==> config.mk <==
export PLATFORM = sky130hd
export DESIGN_NAME = rce_scan
export DESIGN_NICKNAME = d
export VERILOG_FILES = /design/src/sv/rce_pkg.sv /design/src/sv/rce_scan.sv
export SDC_FILE = /design/constraint.sdc
export NUM_CORES = 1
export LEC_CHECK = 0
export ABC_CLOCK_PERIOD_IN_PS = 4680
export BUFFER_PORTS_ARGS = -buffer_cell sky130_fd_sc_hd__buf_2
export CORE_ASPECT_RATIO = 0.7
export CORE_MARGIN = 2
export CORE_UTILIZATION = 40
export CTS_CLUSTER_DIAMETER = 150
export CTS_CLUSTER_SIZE = 8
export DETAILED_ROUTE_END_ITERATION = 8
export GPL_TIMING_DRIVEN = 0
export MAX_ROUTING_LAYER = met4
export PLACE_DENSITY = 0.61
export SLEW_MARGIN = 20
export SYNTH_ARGS = -nofsm -noshare
export SYNTH_HDL_FRONTEND = slang
export SYNTH_SLANG_ARGS = --single-unit
==> constraint.sdc <==
create_clock -name clk -period 4.68 [get_ports clk]
set_input_delay 0.936 -clock clk [delete_from_list [all_inputs] [get_ports clk]]
set_output_delay 0.936 -clock clk [all_outputs]
set_load 0.005 [all_outputs]
==> src/sv/rce_pkg.sv <==
`timescale 1ns / 1ps
`default_nettype none

package rce_pkg;

    // frame limits
    localparam int MAX_WIDTH  = 1024;
    localparam int MAX_HEIGHT = 1024;

    // field and register widths
    localparam int PIX_W  = 8;
    localparam int TAG_W  = 10;
    localparam int CFG_W  = 11;
    localparam int ADDR_W = $clog2(MAX_WIDTH);

    localparam logic [CFG_W-1:0] MAX_W_DIM = CFG_W'(MAX_WIDTH);
    localparam logic [CFG_W-1:0] MAX_H_DIM = CFG_W'(MAX_HEIGHT);

    // configuration register indexes
    localparam logic [0:0] REG_IMAGE_WIDTH  = 1'b0;
    localparam logic [0:0] REG_IMAGE_HEIGHT = 1'b1;

    // pixel held in the window stage with its position
    typedef struct packed {
        logic [PIX_W-1:0] pixel;
        logic [PIX_W-1:0] left;
        logic [TAG_W-1:0] row;
        logic [TAG_W-1:0] col;
        logic             row_end;
        logic             last_row;
    } rce_item_t;

endpackage

`default_nettype wire

==> src/sv/rce_scan.sv <==
`timescale 1ns / 1ps
`default_nettype none

module rce_scan (
    input  wire logic                             clk,
    input  wire logic                             rst_n,
    input  wire logic                             cfg_wr_en,
    input  wire logic [0:0]                       cfg_index,
    input  wire logic [rce_pkg::CFG_W-1:0]        cfg_data,
    input  wire logic                             pix_valid,
    output logic                                  pix_ready,
    input  wire logic [rce_pkg::PIX_W-1:0]        pixel,
    input  wire logic                             item_done,
    output logic                                  item_valid,
    output rce_pkg::rce_item_t                    item,
    output logic                                  ram_wr_en,
    output logic      [rce_pkg::ADDR_W-1:0]       ram_addr,
    output logic      [rce_pkg::PIX_W-1:0]        ram_wr_data
);

    logic [rce_pkg::CFG_W-1:0] width_reg;
    logic [rce_pkg::CFG_W-1:0] height_reg;
    logic [rce_pkg::TAG_W-1:0] col_reg;
    logic [rce_pkg::TAG_W-1:0] col_next;
    logic [rce_pkg::TAG_W-1:0] row_reg;
    logic [rce_pkg::TAG_W-1:0] row_next;
    logic [rce_pkg::PIX_W-1:0] left_reg;
    logic                      valid_reg;
    logic                      valid_next;
    rce_pkg::rce_item_t        item_reg;
    rce_pkg::rce_item_t        item_next;
    logic [rce_pkg::CFG_W-1:0] eff_w;
    logic [rce_pkg::CFG_W-1:0] eff_h;
    logic                      row_end;
    logic                      last_row;
    logic                      accept;

    // configuration writes
    always_ff @(posedge clk or negedge rst_n)
    begin
        if (!rst_n)
        begin
            width_reg  <= rce_pkg::MAX_W_DIM;
            height_reg <= rce_pkg::MAX_H_DIM;
        end
        else if (cfg_wr_en)
        begin
            unique case (cfg_index)
                rce_pkg::REG_IMAGE_WIDTH:  width_reg  <= cfg_data;
                rce_pkg::REG_IMAGE_HEIGHT: height_reg <= cfg_data;
                default: ;
            endcase
        end
    end

    // effective frame size, zero acts as one, values above the maximum clamp to it
    always_comb
    begin
        if (width_reg == '0)
            eff_w = rce_pkg::CFG_W'(1);
        else if (width_reg > rce_pkg::MAX_W_DIM)
            eff_w = rce_pkg::MAX_W_DIM;
        else
            eff_w = width_reg;

        if (height_reg == '0)
            eff_h = rce_pkg::CFG_W'(1);
        else if (height_reg > rce_pkg::MAX_H_DIM)
            eff_h = rce_pkg::MAX_H_DIM;
        else
            eff_h = height_reg;
    end

    assign row_end  = ({1'b0, col_reg} + rce_pkg::CFG_W'(1)) >= eff_w;
    assign last_row = ({1'b0, row_reg} + rce_pkg::CFG_W'(1)) >= eff_h;

    // stage is free when empty or when its item finishes this cycle
    assign pix_ready = !valid_reg || item_done;
    assign accept    = pix_valid && pix_ready;

    // raster position and stage load
    always_comb
    begin
        col_next   = col_reg;
        row_next   = row_reg;
        valid_next = valid_reg;
        item_next  = item_reg;
        if (item_done)
            valid_next = 1'b0;
        if (accept)
        begin
            valid_next         = 1'b1;
            item_next.pixel    = pixel;
            item_next.left     = left_reg;
            item_next.row      = row_reg;
            item_next.col      = col_reg;
            item_next.row_end  = row_end;
            item_next.last_row = last_row;
            if (row_end)
            begin
                col_next = '0;
                row_next = last_row ? '0 : row_reg + rce_pkg::TAG_W'(1);
            end
            else
            begin
                col_next = col_reg + rce_pkg::TAG_W'(1);
            end
        end
    end

    always_ff @(posedge clk or negedge rst_n)
    begin
        if (!rst_n)
        begin
            col_reg   <= '0;
            row_reg   <= '0;
            left_reg  <= '0;
            valid_reg <= 1'b0;
        end
        else
        begin
            col_reg   <= col_next;
            row_reg   <= row_next;
            valid_reg <= valid_next;
            if (accept)
                left_reg <= pixel;
        end
    end

    always_ff @(posedge clk)
    begin
        item_reg <= item_next;
    end

    // line store: read the row above and overwrite it in the same transfer
    assign ram_wr_en   = accept;
    assign ram_addr    = col_reg[rce_pkg::ADDR_W-1:0];
    assign ram_wr_data = pixel;

    assign item_valid = valid_reg;
    assign item       = item_reg;

    a_col_step: assert property (@(posedge clk) disable iff (!rst_n)
        accept && !row_end |=> col_reg == $past(col_reg) + rce_pkg::TAG_W'(1))
        else $error("column counter did not advance");

    a_frame_wrap: assert property (@(posedge clk) disable iff (!rst_n)
        accept && row_end && last_row |=> col_reg == '0 && row_reg == '0)
        else $error("frame did not wrap at last row end");

endmodule

`default_nettype wire

==> qor.csv <==
metric,value,unit
status,"finished, final reports clean",
routed_wl,8230,µm
drive_above_1_share,31.52,%
ys_ff_latch,89,
clockBufferDepth,2,
irDropWorstVdd,0.1818,mV
critPathLaunch,row_reg[3],
synth_top_flop_cell,dfrtp_1,
rows,30,
worstMarginPinSlew,683.4,ps
die_y,88.80,µm
r2r_setup_slack,1330,ps
clock.fmax,0.2982,GHz
rsz0062_at_grt,no,
ios,84,
crit_top_cell,o221ai_1,
cts_tree,done,
numCtsBuffers,9,
crit_path_end_kind,register,
critPathRequiredTime,4920,ps
hold_viol,0,
via_per_inst,4.960,
setup_viol,0,
crit_family,compound AO/OA/AOI/OAI gates,
grt-ovfl-total,0,
power_frac_clock,32.3,%
crit_type,reg -> reg,
die_area,0.01111,mm²
synthCells,341,
cp_data_arrival_time,3600,ps
cts.htree.levels,3,
dp_hpwl,6098,µm
die-width,125.1,µm
cts_root_buf,clkbuf_16,
grt_max_degree,52,
cts.sinks,89,
gp_congestion,0.7924,
portBuffers,83,
critPathSlowestCell,a2111oi_0,
timing.critical_path.buf_inv,1,
rr_startpoint,row_reg[3],
wl_per_cell,14.46,µm
cp_cell_sequence,and3_1 -> nand3_1 -> nor3_1 -> xnor2_1 -> inv_1 -> ha_1 -> a2111oi_0 -> o221ai_1 -> a21oi_1 -> o221ai_2 -> o221ai_1,
fin_total_pwr,2.076,mW
p_int,1.472,mW
final_cell_mix,"buf_2, nand2_1, dfrtp_1",
cp_max_fo,10,
p_switching,0.6043,mW
swShare,29.11,%
ys_warn_count,0,
place_inst,553,
syn_area,0.004109,mm²
syn_avg_cell_area,12.05,µm²
slew_headroom,54.44,%
pre_cts_ws,1372,ps
cts_setup_buffers,0,
grt_pass1_wl,13680,µm
final_nets,485,
dr.pass1.iters,4,
finalWorstSetupSlack,1326,ps
antenna_cells,0,
drtAntennaViolNets,0,
fin_area,0.004996,mm²
tns,0,ps
worstHoldPathType,reg -> reg,
crit-reg2reg-capture,row_reg[2],
core-area,0.009834,mm²
post_cts_resized,0,
grt_pass1_vias,2733,
power_frac_comb,19.3,%
cts_hold_buf,0,
seq_power_share,48.4,%
antenna_found_initial,0,
hold_ws,447.6,ps
post-route-drc-count,0,
slew_violations,0,
layout_commonest_cell,buf_2,
cellLeakagePower,2.318,nW
syn_nets,390,
start_kind,register,
ff2ff_path_depth,11,
drt_iter0_markers,159,
clkTransAtPathRegs,60,ps
synth_seq_area_share,58.89,%
dr_total_vias,2822,
path_depth,11,
ys_async_sr_fraction,57.30,%
fin_crit_sh,71.66,%
start_util,41.78,%
synth_cell_types,43,
endpoint,row_reg[2],
cap_violations,0,
synth_edf_count,38,
fin_crit,3354,ps
stdcell_count,569,
fin_util,50.80,%
place_area,0.004716,mm²
largest_register_ffs,38,
skew,11.39,ps
grt_usage,16.30,%
clock_latency,340,ps
areaGrowthSynthToFinish,21.59,%
powerDensity,415.5,mW/mm²
slowest_delay,470,ps
-- worst min-delay path by stage --
stage	endpoint	from	cells after the start
detailed placement	item[22]	left_reg[0]	0
floorplan	item[22]	left_reg[0]	0
global placement	item[28]	left_reg[6]	0
finish	item[22]	left_reg[0]	0
global route	item[22]	left_reg[0]	0
CTS	item[22]	left_reg[0]	0
-- power by group through the flow --
stage                     logic (mW)  clock network (mW)  registers, mW
after floorplan                0.259                   0           1.00
after global placement         0.387                   0           1.02
after detailed placement       0.406                   0           1.02
after CTS                      0.407               0.689           1.00
after global routing           0.459               0.724           1.02
final                          0.401               0.670           1.01
-- final cells by class --
| type | count | area [µm²] |
|---|---|---|
| buffer | 14 | 83.83 |
| fill | 850 | 4838 |
| multi-input combinational | 222 | 1546 |
| sequential | 89 | 2420 |
| inverter | 16 | 60.06 |
| clock buffer | 10 | 229.0 |
| tap | 128 | 160.2 |
| timing repair buffer | 84 | 445.4 |
| clock inverter | 6 | 51.30 |
-- metal layers --
metal	part of all wire [%]	GRT usage, %	vias to the layer above
met3	5.9	4.655	5
met2	41	22.53	92
met5	0	-	-
met1	52	23.16	1315
li1	-	-	1410
met4	0.72	5.152	0
-- synth_stat cells (all sizes together), types with 4 or more instances --
| library cell | n | area share (%) |
|---|---|---|
| ha | 24 | 7.3 |
| xnor2 | 7 | 1.5 |
| mux2 | 20 | 5.5 |
| nor2 | 13 | 1.2 |
| and3 | 6 | 0.91 |
| clkbuf | 5 | 0.46 |
| nand2b | 6 | 0.91 |
| inv | 15 | 1.4 |
| edfxtp | 38 | 28 |
| a31o | 4 | 0.85 |
| o221ai | 5 | 1.2 |
| o21ai | 12 | 1.7 |
| nor4 | 5 | 0.76 |
| o2bb2ai | 6 | 1.3 |
| nand2 | 61 | 5.6 |
| xor2 | 6 | 1.3 |
| a21oi | 7 | 0.85 |
| buf | 9 | 1.6 |
| dfrtp | 49 | 30 |
| and2 | 5 | 0.76 |
| nand3 | 10 | 1.2 |
| nor2b | 4 | 0.61 |
-- cells by family (layout without fill, tap and decap cells) --
kind of cell             after synthesis  after routing  share of synthesized area, %
flip-flops                            89             89                         58.89
AO/OA/AOI/OAI                         48             48                         8.800
adder cells (fa/ha/maj)               24             24                         7.308
buffers and inverters                 30            130                         3.471
XOR/XNOR                              13             13                         2.771
AND/OR/NAND/NOR                      116            116                         13.03
multiplexers                          21             21                         5.725
-- worst register-to-register path, stage by stage, from the launching register on --
cell and delay [ps]:
dfrtp_1 410, and3_1 240, nand3_1 110, nor3_1 250
xnor2_1 170, inv_1 70, ha_1 310, a2111oi_0 470
o221ai_1 210, a21oi_1 420, o221ai_2 340, o221ai_1 260
Note: power is estimated with default switching activity, not from simulation.
