===== src/sv/rce_pkg.sv =====
`timescale 1ns / 1ps
`default_nettype none

package rce_pkg;

    // frame limits
    localparam int MAX_WIDTH  = 1024;
    localparam int MAX_HEIGHT = 1024;

    // field and register widths
    localparam int PIX_W  = 8;
    localparam int TAG_W  = 10;
    localparam int CFG_W  = 11;
    localparam int ADDR_W = $clog2(MAX_WIDTH);

    localparam logic [CFG_W-1:0] MAX_W_DIM = CFG_W'(MAX_WIDTH);
    localparam logic [CFG_W-1:0] MAX_H_DIM = CFG_W'(MAX_HEIGHT);

    // configuration register indexes
    localparam logic [0:0] REG_IMAGE_WIDTH  = 1'b0;
    localparam logic [0:0] REG_IMAGE_HEIGHT = 1'b1;

    // pixel held in the window stage with its position
    typedef struct packed {
        logic [PIX_W-1:0] pixel;
        logic [PIX_W-1:0] left;
        logic [TAG_W-1:0] row;
        logic [TAG_W-1:0] col;
        logic             row_end;
        logic             last_row;
    } rce_item_t;

endpackage

`default_nettype wire


===== src/sv/rce_emit.sv =====
`timescale 1ns / 1ps
`default_nettype none

module rce_emit (
    input  wire logic                        clk,
    input  wire logic                        rst_n,
    input  wire logic                        item_valid,
    input  wire rce_pkg::rce_item_t          item,
    input  wire logic [rce_pkg::PIX_W-1:0]   above,
    output logic                             item_done,
    output logic                             res_valid,
    input  wire logic                        res_ready,
    output logic      [rce_pkg::PIX_W-1:0]   edge_res,
    output logic      [rce_pkg::TAG_W-1:0]   out_row,
    output logic      [rce_pkg::TAG_W-1:0]   out_col,
    output logic                             last_of_item
);

    logic [rce_pkg::PIX_W-1:0] aleft_reg;
    logic [3:0]                sent_reg;
    logic [3:0]                sent_next;
    logic [3:0]                exists;
    logic [3:0]                pending;
    logic [3:0]                pick;
    logic                      slot_free;
    logic                      fire;
    logic [rce_pkg::PIX_W-1:0] a;
    logic [rce_pkg::PIX_W-1:0] b;
    logic [rce_pkg::PIX_W-1:0] e;
    logic [rce_pkg::PIX_W-1:0] d;
    logic [rce_pkg::TAG_W-1:0] r_sel;
    logic [rce_pkg::TAG_W-1:0] c_sel;
    logic signed [rce_pkg::PIX_W:0] gy;
    logic signed [rce_pkg::PIX_W:0] gx;
    logic [rce_pkg::PIX_W-1:0] gy_c;
    logic [rce_pkg::PIX_W-1:0] gx_c;
    logic                      res_valid_reg;
    logic [rce_pkg::PIX_W-1:0] edge_reg;
    logic [rce_pkg::TAG_W-1:0] row_out_reg;
    logic [rce_pkg::TAG_W-1:0] col_out_reg;
    logic                      last_reg;

    // which of the four results this pixel causes, in emission order
    always_comb
    begin
        exists[0] = (item.row != '0) && (item.col != '0);
        exists[1] = (item.row != '0) && item.row_end;
        exists[2] = item.last_row && (item.col != '0);
        exists[3] = item.last_row && item.row_end;
    end

    assign pending   = item_valid ? (exists & ~sent_reg) : 4'b0000;
    assign slot_free = !res_valid_reg || res_ready;
    assign fire      = (pending != 4'b0000) && slot_free;
    assign item_done = item_valid && ((pending == 4'b0000) || (fire && $onehot(pending)));

    // lowest pending result first
    assign pick = pending & (~pending + 4'b0001);

    // window taps for the picked result
    always_comb
    begin
        a     = item.pixel;
        b     = '0;
        e     = '0;
        d     = '0;
        r_sel = item.row;
        c_sel = item.col;
        case (pick)
            4'b0001:
            begin
                a     = aleft_reg;
                b     = above;
                e     = item.left;
                d     = item.pixel;
                r_sel = item.row - rce_pkg::TAG_W'(1);
                c_sel = item.col - rce_pkg::TAG_W'(1);
            end
            4'b0010:
            begin
                a     = above;
                e     = item.pixel;
                r_sel = item.row - rce_pkg::TAG_W'(1);
            end
            4'b0100:
            begin
                a     = item.left;
                b     = item.pixel;
                c_sel = item.col - rce_pkg::TAG_W'(1);
            end
            default: ;
        endcase
    end

    // two gradients, clamped at zero, larger one wins
    assign gy   = $signed({1'b0, e}) - $signed({1'b0, b});
    assign gx   = $signed({1'b0, d}) - $signed({1'b0, a});
    assign gy_c = gy[rce_pkg::PIX_W] ? '0 : gy[rce_pkg::PIX_W-1:0];
    assign gx_c = gx[rce_pkg::PIX_W] ? '0 : gx[rce_pkg::PIX_W-1:0];

    // track results already sent for the current pixel
    always_comb
    begin
        sent_next = sent_reg;
        if (item_done)
            sent_next = '0;
        else if (fire)
            sent_next = sent_reg | pick;
    end

    always_ff @(posedge clk or negedge rst_n)
    begin
        if (!rst_n)
        begin
            sent_reg      <= '0;
            aleft_reg     <= '0;
            res_valid_reg <= 1'b0;
        end
        else
        begin
            sent_reg <= sent_next;
            if (item_done)
                aleft_reg <= above;
            if (fire)
                res_valid_reg <= 1'b1;
            else if (res_ready)
                res_valid_reg <= 1'b0;
        end
    end

    // result register
    always_ff @(posedge clk)
    begin
        if (fire)
        begin
            edge_reg    <= (gx_c > gy_c) ? gx_c : gy_c;
            row_out_reg <= r_sel;
            col_out_reg <= c_sel;
            last_reg    <= $onehot(pending);
        end
    end

    assign res_valid    = res_valid_reg;
    assign edge_res     = edge_reg;
    assign out_row      = row_out_reg;
    assign out_col      = col_out_reg;
    assign last_of_item = last_reg;

    a_done_last: assert property (@(posedge clk) disable iff (!rst_n)
        item_done && pending != 4'b0000 |=> res_valid && last_of_item)
        else $error("pixel finished without its last result");

    a_sent_subset: assert property (@(posedge clk) disable iff (!rst_n)
        item_valid |-> (sent_reg & ~exists) == 4'b0000)
        else $error("sent mask holds a result that does not exist");

    a_no_overrun: assert property (@(posedge clk) disable iff (!rst_n)
        res_valid && !res_ready |=> !$past(fire) || !$past(res_valid) || $past(res_ready))
        else $error("result register overwritten while stalled");

endmodule

`default_nettype wire


===== config.mk =====
export PLATFORM = sky130hd
export DESIGN_NAME = rce_emit
export DESIGN_NICKNAME = d
export VERILOG_FILES = /design/src/sv/rce_pkg.sv /design/src/sv/rce_emit.sv
export SDC_FILE = /design/constraint.sdc
export NUM_CORES = 1
export LEC_CHECK = 0
export ABC_AREA = 0
export BUFFER_PORTS_ARGS = -buffer_cell sky130_fd_sc_hd__buf_2
export CAP_MARGIN = 0
export CORE_ASPECT_RATIO = 0.75
export CORE_MARGIN = 3
export CORE_UTILIZATION = 46
export DETAILED_ROUTE_END_ITERATION = 8
export PLACE_DENSITY = 0.71
export SLEW_MARGIN = 20
export SYNTH_ARGS = -nofsm -noshare
export SYNTH_HDL_FRONTEND = slang
export SYNTH_SLANG_ARGS = --single-unit
export TNS_END_PERCENT = 100

===== constraint.sdc =====
create_clock -name clk -period 6.9 [get_ports clk]
set_input_delay 0.345 -clock clk [delete_from_list [all_inputs] [get_ports clk]]
set_output_delay 0.345 -clock clk [all_outputs]
set_load 0.01 [all_outputs]

==> results of run 1 <==
-- critical path: stages --
cell and delay (ps):
buf_2 120, inv_1 50, ha_1 160, or4b_1 530, o31ai_1 270, nor3_2 80
inv_1 170, ha_1 610, a222oi_1 220, nand2_1 100, ha_1 170, inv_1 60
fa_1 390, a21oi_1 230, o22ai_1 180, nand2b_1 170, a21oi_1 580, a211oi_1 160
ha_1 340, and3_1 170, o21ai_0 100, a21oi_1 130, o22ai_1 80, buf_4 170
or3b_2 440, o21ai_0 90
-- layer usage --
layer  up-vias  global-route usage [%]  routed length [µm]
met1      1416                    28.8                4030
met3         8                    4.10                 584
met5         -                       0                   0
met4         0                    6.03                 110
met2       117                    32.2                3550
li1       1490                       -                   -
-- cells in the mapped netlist, drive strengths merged (2+ instances only) --
master,count
or4,3
or2,3
o31a,4
or3,4
nor2,31
and3,4
clkbuf,6
nor2b,10
edfxtp,29
a211oi,3
or3b,2
o22ai,3
nand2b,2
nor3,11
a21oi,12
a21boi,5
inv,16
mux2i,2
o21a,6
xnor2,15
a21o,9
xor2,8
nand2,46
and2,8
a222oi,8
o21ai,18
dfrtp,13
nor4,6
fa,3
buf,5
nand3,5
a22oi,16
ha,33
-- path summary, 6_finish.rpt --
check / start / endpoint / slack [ps] / depth (start not counted)
worst max-delay path: item[2] / edge_res[4] / 930 / 26
worst min-delay path: above[6] / aleft_reg[6] / 260 / 3
worst max register to register: sent_reg[1] / edge_res[4] / 1170 / 23
worst min register to register: aleft_reg[3] / aleft_reg[3] / 490 / 2
max in group asynchronous: rst_n / sent_reg[2] / 6210 / 2
min in group asynchronous: rst_n / aleft_reg[0] / 450 / 2
-- kinds of logic (layout without fill, tap and decap cells) --
kind of cell	after synthesis	count (layout)	synth area share, %
and+or+nand+nor	139	139	20.6
AOI/OAI and AO/OA	91	91	19.3
DFF	42	42	35.5
adders and majority gates	36	36	14.1
buffers and inverters	27	108	3.61
xor gates and xnor gates	23	23	5.99
muxes	3	3	0.929
-- layout make-up --
type,count,area share [%]
repair buffers,84,10.9
clock buffers,5,1.74
inverters,16,1.52
flip-flops and latches,42,30.2
well taps,98,3.09
clock inverters,3,0.694
multi-input cells,292,51.9
-- power groups by stage --
stage	clock, mW	sequential, mW	combinational [mW]
final	0.182	0.411	0.919
after CTS	0.186	0.411	0.917
after detailed placement	0	0.417	0.910
after global placement	0	0.414	0.889
after global routing	0.195	0.421	1.04
after floorplan	0	0.443	0.627
-- per-stage QoR --
step / std cells / utilization, %
2_1_floorplan: 361 / -
5_1_grt: 540 / 56.9
3_5_place_dp: 531 / 55.4
6_report: 540 / 56.9
4_1_cts: 540 / 56.9
3_3_place_gp: 531 / 55.4
-- layout by cell type (no fill, tap or decap), types with 4 or more instances in the layout --
master / netlist / layout
a21boi_1: 5 / 5
a21o_1: 9 / 9
a21oi_1: 12 / 12
a222oi_1: 8 / 8
a22oi_1: 16 / 16
and2_1: 7 / 7
and3_1: 4 / 4
buf_2: 1 / 80
clkbuf_8: 0 / 5
dfrtp_1: 13 / 13
edfxtp_1: 29 / 29
ha_1: 33 / 33
inv_1: 16 / 16
nand2_1: 46 / 46
nand3_1: 5 / 5
nor2_1: 31 / 30
nor2b_1: 10 / 10
nor3_1: 10 / 9
nor4_1: 6 / 6
o21a_1: 6 / 6
o21ai_0: 15 / 15
o31a_1: 4 / 4
xnor2_1: 15 / 15
xor2_1: 8 / 8
-- timing repair --
action                    4_1_cts  5_1_grt
gates resized for setup         0        0
setup buffers                   0        0
hold endpoints to repair       13        0
hold buffers                    1        0
==> flow_summary.json, run 1 <==
{
  "status": "finished clean",
  "grt_usage_pct": 20.5,
  "synth_nets": 447,
  "tritoncts": "yes",
  "drt_iter0_drc": 200,
  "initial_utilization_pct": 48.3,
  "ys_top_cells_by_area": "edfxtp_1 (26%), ha_1 (12%), dfrtp_1 (9.7%), nand2_1 (5.1%), xnor2_1 (3.9%)",
  "dieArea_um2": 8390,
  "power_frac_comb_pct": 60.8,
  "place_congestion": 0.922,
  "cts-htree-levels": 2,
  "ant_nets": 0,
  "worst_slew_pin_slew_ps": 742,
  "critPathLaunchType": "input port",
  "drc": 0,
  "antenna_found_initial": 0,
  "cp_data_arrival_time_ps": 6130,
  "ys_seq_area_share_pct": 35.5,
  "hpwl_mm": 6.48,
  "synth-edff-count": 29,
  "vdd_drop_max_uv": 149,
  "clock-sinks": 42,
  "synth_cell_types": 54,
  "yosys_warnings": 0,
  "synth_top_area_share_pct": 25.9,
  "routed_wl_mm": 8.28,
  "dpl_cell_area_um2": 3860,
  "rows": 26,
  "relSlewSlack_pct": 50.5,
  "ioPinCount": 81,
  "max_cap_violations": 0,
  "n_antenna_cell": 0,
  "power_frac_clock_pct": 12.1,
  "finalSetupViolations": 0,
  "synth_top_area_cell": "edfxtp_1",
  "worstPathRequired_ps": 7060,
  "die_x_um": 105,
  "ff_latch_area_um2": 1200,
  "rsz0062_at_grt": "no",
  "max_clock_freq_mhz": 167,
  "switching_share_pct": 44.1,
  "grt_pass1_wl_mm": 14.1,
  "p_switching_mw": 0.668,
  "final_nets": 527,
  "drt-pass1-iter-count": 8,
  "grt_max_degree": 41,
  "slew_violations": 0,
  "period_needed_ps": 5970,
  "final_hold_viol_count": 0,
  "first_global_vias": 2959,
  "p_per_area_nw_per_um2": 382,
  "design_area_um2": 3960,
  "path_class": "input port to flip-flop",
  "cts_root_buffer": "clkbuf_8",
  "place_ws_ps": 687,
  "hold_path.class": "input port to flip-flop",
  "insertion_delay_ps": 310,
  "cp-end-kind": "flip-flop",
  "fin_setup_tns_ps": 0,
  "clkTransAtPathRegs_ps": 100,
  "cts_buffer_depth": 2,
  "areaGrowthSynthToFinish_pct": 17.8,
  "async_reset_ff_share_pct": 31.0,
  "syn_inst": 361,
  "grt_overflow": 0,
  "synth.cell_area_um2": 3370,
  "fin_crit_sh_pct": 86.6,
  "clock_skew_ps": 7.69,
  "cp_max_fo": 18,
  "cellLeakagePower_nw": 1.82,
  "ys_ff_latch": 42,
  "syn_avg_cell_area_um2": 9.32,
  "pwr-share-seq_pct": 27.2,
  "wl_per_cell_um": 15.3,
  "drive_gt1_share_pct": 24.0,
  "synth-main-ff-cell": "edfxtp_1",
  "die_y_um": 80.1,
  "viasPerCell": 5.61,
  "num-fill-cells": 655,
  "finalPower_mw": 1.51,
  "cell_internal_pwr_mw": 0.845,
  "fin_hold_ws_ps": 262,
  "fp.coreArea_um2": 6960,
  "multi_input_area_um2": 2060,
  "port_buffers": 80,
  "vias": 3031,
  "cts-buffers-inserted": 5,
  "setup_slack_ps": 927
}
Power figures use the tool's default switching activity.
==> run 2: changes to the inputs <==
GPL_ROUTABILITY_DRIVEN = 0   (was default)
RECOVER_POWER = 100   (was default)
REMOVE_ABC_BUFFERS = 1   (was default)
==> flow_summary.json, run 2 (synthesized netlist as in run 1, its figures left out) <==
{
  "rsz0062_at_grt": "no",
  "cts_root_buffer": "clkbuf_8",
  "drive_gt1_share_pct": 16.0,
  "max_clock_freq_mhz": 169,
  "insertion_delay_ps": 310,
  "path_class": "input port to flip-flop",
  "max_cap_violations": 0,
  "fin_hold_ws_ps": 265,
  "relSlewSlack_pct": 14.9,
  "initial_utilization_pct": 48.3,
  "fin_crit_sh_pct": 86.0,
  "n_antenna_cell": 0,
  "finalPower_mw": 1.53,
  "ant_nets": 0,
  "finalSetupViolations": 0,
  "wl_per_cell_um": 15.3,
  "period_needed_ps": 5930,
  "cp_max_fo": 23,
  "grt_max_degree": 41,
  "r2r_slack_ps": 1160,
  "hold_path.class": "input port to flip-flop",
  "grt_usage_pct": 19.6,
  "cts_setup_buffers": 0,
  "dpl_cell_area_um2": 3860,
  "first_global_vias": 2816,
  "fp.coreArea_um2": 6960,
  "clock_skew_ps": 9.15,
  "worstPathRequired_ps": 6970,
  "p_per_area_nw_per_um2": 387,
  "vdd_drop_max_uv": 168,
  "drt_iter0_drc": 180,
  "status": "finished clean",
  "clock-sinks": 42,
  "vias": 2992,
  "cp_data_arrival_time_ps": 6010,
  "hold_start": "above[3]",
  "place_ws_ps": 734,
  "final_nets": 528,
  "design_area_um2": 3960,
  "final_common_cell": "buf_2",
  "antenna_found_initial": 0,
  "rows": 26,
  "routed_wl_mm": 8.26,
  "grt_overflow": 0,
  "cp-end-kind": "flip-flop",
  "setup_slack_ps": 967,
  "die_x_um": 105,
  "viasPerCell": 5.53,
  "r2r_cells": 23,
  "worst_slew_pin_slew_ps": 1280,
  "num-fill-cells": 675,
  "hpwl_mm": 6.56,
  "grt_pass1_wl_mm": 13.3,
  "port_buffers": 80,
  "drc": 0,
  "areaGrowthSynthToFinish_pct": 17.7,
  "numPlacedInstances": 532,
  "critPathLaunchType": "input port",
  "slew_violations": 0,
  "clkTransAtPathRegs_ps": 90,
  "reg2reg_to": "edge_res[3]",
  "final_hold_viol_count": 0,
  "drt-pass1-iter-count": 8,
  "die_y_um": 80.1,
  "ioPinCount": 81,
  "dieArea_um2": 8390,
  "tritoncts": "yes",
  "final_util_pct": 56.9,
  "fin_cells": 541,
  "cts_buffer_depth": 2,
  "cts-htree-levels": 2,
  "worstHoldEndpoint": "aleft_reg[3]",
  "mostFrequentLayoutCells": "buf_2 (47), nand2_1 (46), clkbuf_1 (34)",
  "worstHoldPathCells": 3,
  "r2r_start": "sent_reg[1]",
  "cellLeakagePower_nw": 1.75,
  "cts-buffers-inserted": 5,
  "fin_setup_tns_ps": 0
}
-- run 2: report_power, final --
part           internal [mW]  switching, mW  total [mW]
clock                  0.145         0.0987       0.244
combinational          0.357          0.519       0.875
sequential             0.384         0.0302       0.414
total                  0.886          0.648        1.53
-- run 2: cell type report --
type	instances	area, µm²	area share (%)
clock buffers	5	68.8	1.74
clock inverters	3	68.8	1.74
inverters	16	60.1	1.52
multi-input cells	292	2050	51.7
flip-flops and latches	42	1200	30.2
well taps	98	123	3.10
repair buffers	85	395	9.98
-- run 2: what timing repair did --
item	in CTS	in global routing
endpoints found under the hold margin	13	0
resized for setup	0	0
hold buffers	1	0
-- run 2: per-layer routing --
metal | vias to the layer above | wire (µm) | track usage [%]
met5 | - | 0 | 0
met4 | 0 | 110 | 5.64
met3 | 11 | 489 | 3.94
met2 | 109 | 3420 | 29.7
met1 | 1383 | 4240 | 28.4
li1 | 1489 | - | -
-- run 2: worst max-delay path by stage --
stage / startpoint / slack [ps] / cells after the start / to
2_1_floorplan: item[2] / -650 / 25 / edge_res[3]
3_3_place_gp: item[12] / 950 / 27 / edge_res[3]
3_5_place_dp: item[12] / 730 / 27 / edge_res[3]
4_1_cts: item[12] / 1060 / 27 / edge_res[3]
5_1_grt: item[2] / 500 / 28 / edge_res[3]
6_report: item[12] / 970 / 27 / edge_res[3]
-- run 2: worst max-delay path, stage by stage --
cell	delay (ps)
buf_2	120
inv_1	60
ha_1	190
and3_1	170
nor3_1	440
inv_1	180
ha_1	260
and2_4	230
nor3_2	430
nand2_1	100
nand2_1	90
ha_1	170
inv_1	50
fa_1	400
a21oi_1	300
o22ai_1	180
nand2b_1	160
a21oi_1	120
buf_4	180
a211oi_1	90
ha_1	320
a21o_1	180
a21oi_1	130
a21oi_1	80
o22ai_1	510
inv_1	250
a21o_1	230
==> run 3: changes to the inputs <==
--- a/config.mk
+++ b/config.mk
@@ -8,5 +8,4 @@
 export ABC_AREA = 0
 export BUFFER_PORTS_ARGS = -buffer_cell sky130_fd_sc_hd__buf_2
-export CAP_MARGIN = 0
 export CORE_ASPECT_RATIO = 0.75
 export CORE_MARGIN = 3
@@ -14,5 +13,5 @@
 export DETAILED_ROUTE_END_ITERATION = 8
 export GPL_ROUTABILITY_DRIVEN = 0
-export PLACE_DENSITY = 0.71
+export PLACE_DENSITY = 0.74
 export RECOVER_POWER = 100
 export REMOVE_ABC_BUFFERS = 1
==> constraint.sdc (replaced) <==
create_clock -name clk -period 5.2 [get_ports clk]
set_input_delay 0 -clock clk [delete_from_list [all_inputs] [get_ports clk]]
set_output_delay 0 -clock clk [all_outputs]
set_load 0.01 [all_outputs]
==> flow_summary.json, run 3 (synthesized netlist as in run 1, its figures left out) <==
{
  "drive_gt1_share_pct": 19.8,
  "tritoncts": "yes",
  "n_antenna_cell": 0,
  "ff_latch_area_um2": 1200,
  "cts-htree-levels": 2,
  "final_nets": 544,
  "fin_hold_ws_ps": 18.7,
  "ioPinCount": 81,
  "cts-buffers-inserted": 5,
  "path_class": "input port to flip-flop",
  "finalSetupViolations": 0,
  "cp-end-kind": "flip-flop",
  "max_clock_freq_mhz": 204,
  "p_per_area_nw_per_um2": 503,
  "fin_crit_sh_pct": 94.0,
  "viasPerCell": 5.58,
  "die_x_um": 105,
  "r2r_slack_ps": 330,
  "initial_utilization_pct": 48.3,
  "num-fill-cells": 644,
  "first_global_vias": 2948,
  "drt-pass1-iter-count": 5,
  "design_area_um2": 4100,
  "hpwl_mm": 6.78,
  "dpl_cell_area_um2": 3910,
  "cts_root_buffer": "clkbuf_8",
  "cts_buffer_depth": 2,
  "vias": 3108,
  "final_common_cell": "buf_2",
  "clock-sinks": 42,
  "period_needed_ps": 4890,
  "cp_data_arrival_time_ps": 5040,
  "worstPathRequired_ps": 5350,
  "slew_violations": 0,
  "clock_skew_ps": 13.4,
  "mostFrequentLayoutCells": "buf_2 (49), nand2_1 (46), ha_1 (32)",
  "vdd_drop_max_uv": 229,
  "clkTransAtPathRegs_ps": 100,
  "grt_usage_pct": 20.3,
  "routed_wl_mm": 8.65,
  "grt_max_degree": 41,
  "dieArea_um2": 8390,
  "grt_overflow": 0,
  "drt_iter0_drc": 184,
  "status": "finished clean",
  "areaGrowthSynthToFinish_pct": 21.8,
  "relSlewSlack_pct": 51.6,
  "insertion_delay_ps": 300,
  "drc": 0,
  "multi_input_area_um2": 2090,
  "port_buffers": 80,
  "fp.coreArea_um2": 6960,
  "rows": 26,
  "final_hold_viol_count": 0,
  "die_y_um": 80.1,
  "critPathLaunchType": "input port",
  "hold_path.class": "input port to flip-flop",
  "cp_max_fo": 11,
  "max_cap_violations": 0,
  "worst_slew_pin_slew_ps": 727,
  "cellLeakagePower_nw": 1.81,
  "wl_per_cell_um": 15.5,
  "antenna_found_initial": 0,
  "ant_nets": 0,
  "grt_pass1_wl_mm": 13.9
}
==> run 3: changes by cell type in the layout (fill, tap and decap cells not counted), sizes merged <==
| cell | delta |
|---|---|
| inv | +1 |
| dlygate4sd3 | +8 |
| clkbuf | -3 |
| clkinvlp | +2 |
| buf | +11 |
| bufinv | -2 |
| clkinv | -1 |
==> run 3: timing repair <==
item | in CTS | in global routing
hold buffers | 9 | 0
endpoints found under the setup margin | 0 | 8
hold endpoints to repair | 21 | 0
gates resized for setup | 0 | 8
setup buffers | 0 | 2
==> run 3: final timing paths <==
check	from	end	depth (start not counted)
max	item[2]	edge_res[1]	28
min	item[10]	out_col[8]	2
max reg2reg	sent_reg[1]	edge_res[1]	22
min reg2reg	aleft_reg[5]	aleft_reg[5]	2
max in group asynchronous	rst_n	sent_reg[1]	2
min in group asynchronous	rst_n	aleft_reg[2]	2
==> run 3: metal layers <==
metal	track usage (%)	part of all wire, %
met1	29.9	48
met2	31.6	44
met3	3.78	7.0
met4	3.67	0.67
met5	0	0
==> run 3: metrics by stage <==
stage	worst slack, ps	instances	utilization (%)	power (mW)	TNS, ps
2_1_floorplan	-2010	350	-	1.41	-16360
3_3_place_gp	3.95	538	56.2	1.77	0
3_5_place_dp	-119	538	56.2	1.82	-259
4_1_cts	32.3	555	58.8	2.06	0
5_1_grt	-1.05	557	58.9	2.23	-1.05
6_report	310	557	58.9	2.06	0
==> run 3: critical path, stage by stage <==
cell      delay (ps)
buf_2            130
inv_1             60
ha_1             190
or4b_4           520
o31ai_2          220
nor3_2            80
inv_1            100
ha_1             220
and2_4           240
a222oi_1          90
nand2_1           90
ha_1             180
inv_1             60
fa_1             410
a21oi_2          230
o22ai_1          150
nand2b_1         170
a21oi_1          140
buf_4            190
a211oi_2          60
ha_1             300
and3_1           170
o21ai_0          110
a21oi_1          140
o22ai_1          110
buf_4            170
or3b_2           420
o21ai_0           80
==> run 3: report_power, final <==
part           switching, mW  total [mW]  leakage, nW  internal (mW)
sequential            0.0427       0.551        0.444          0.508
clock                  0.128       0.224       0.0408         0.0962
combinational          0.741        1.29         1.32          0.546
total                  0.912        2.06         1.81           1.15
==> run 3: area by class of cell <==
cell class                      instances  share of cell area [%]
Multi-Input combinational cell        292                    50.9
Sequential cell                        42                    29.2
Timing Repair Buffer                  101                    13.2
Tap cell                               98                    2.99
Clock buffer                            5                    1.68
Inverter                               16                    1.46
Clock inverter                          3                   0.580
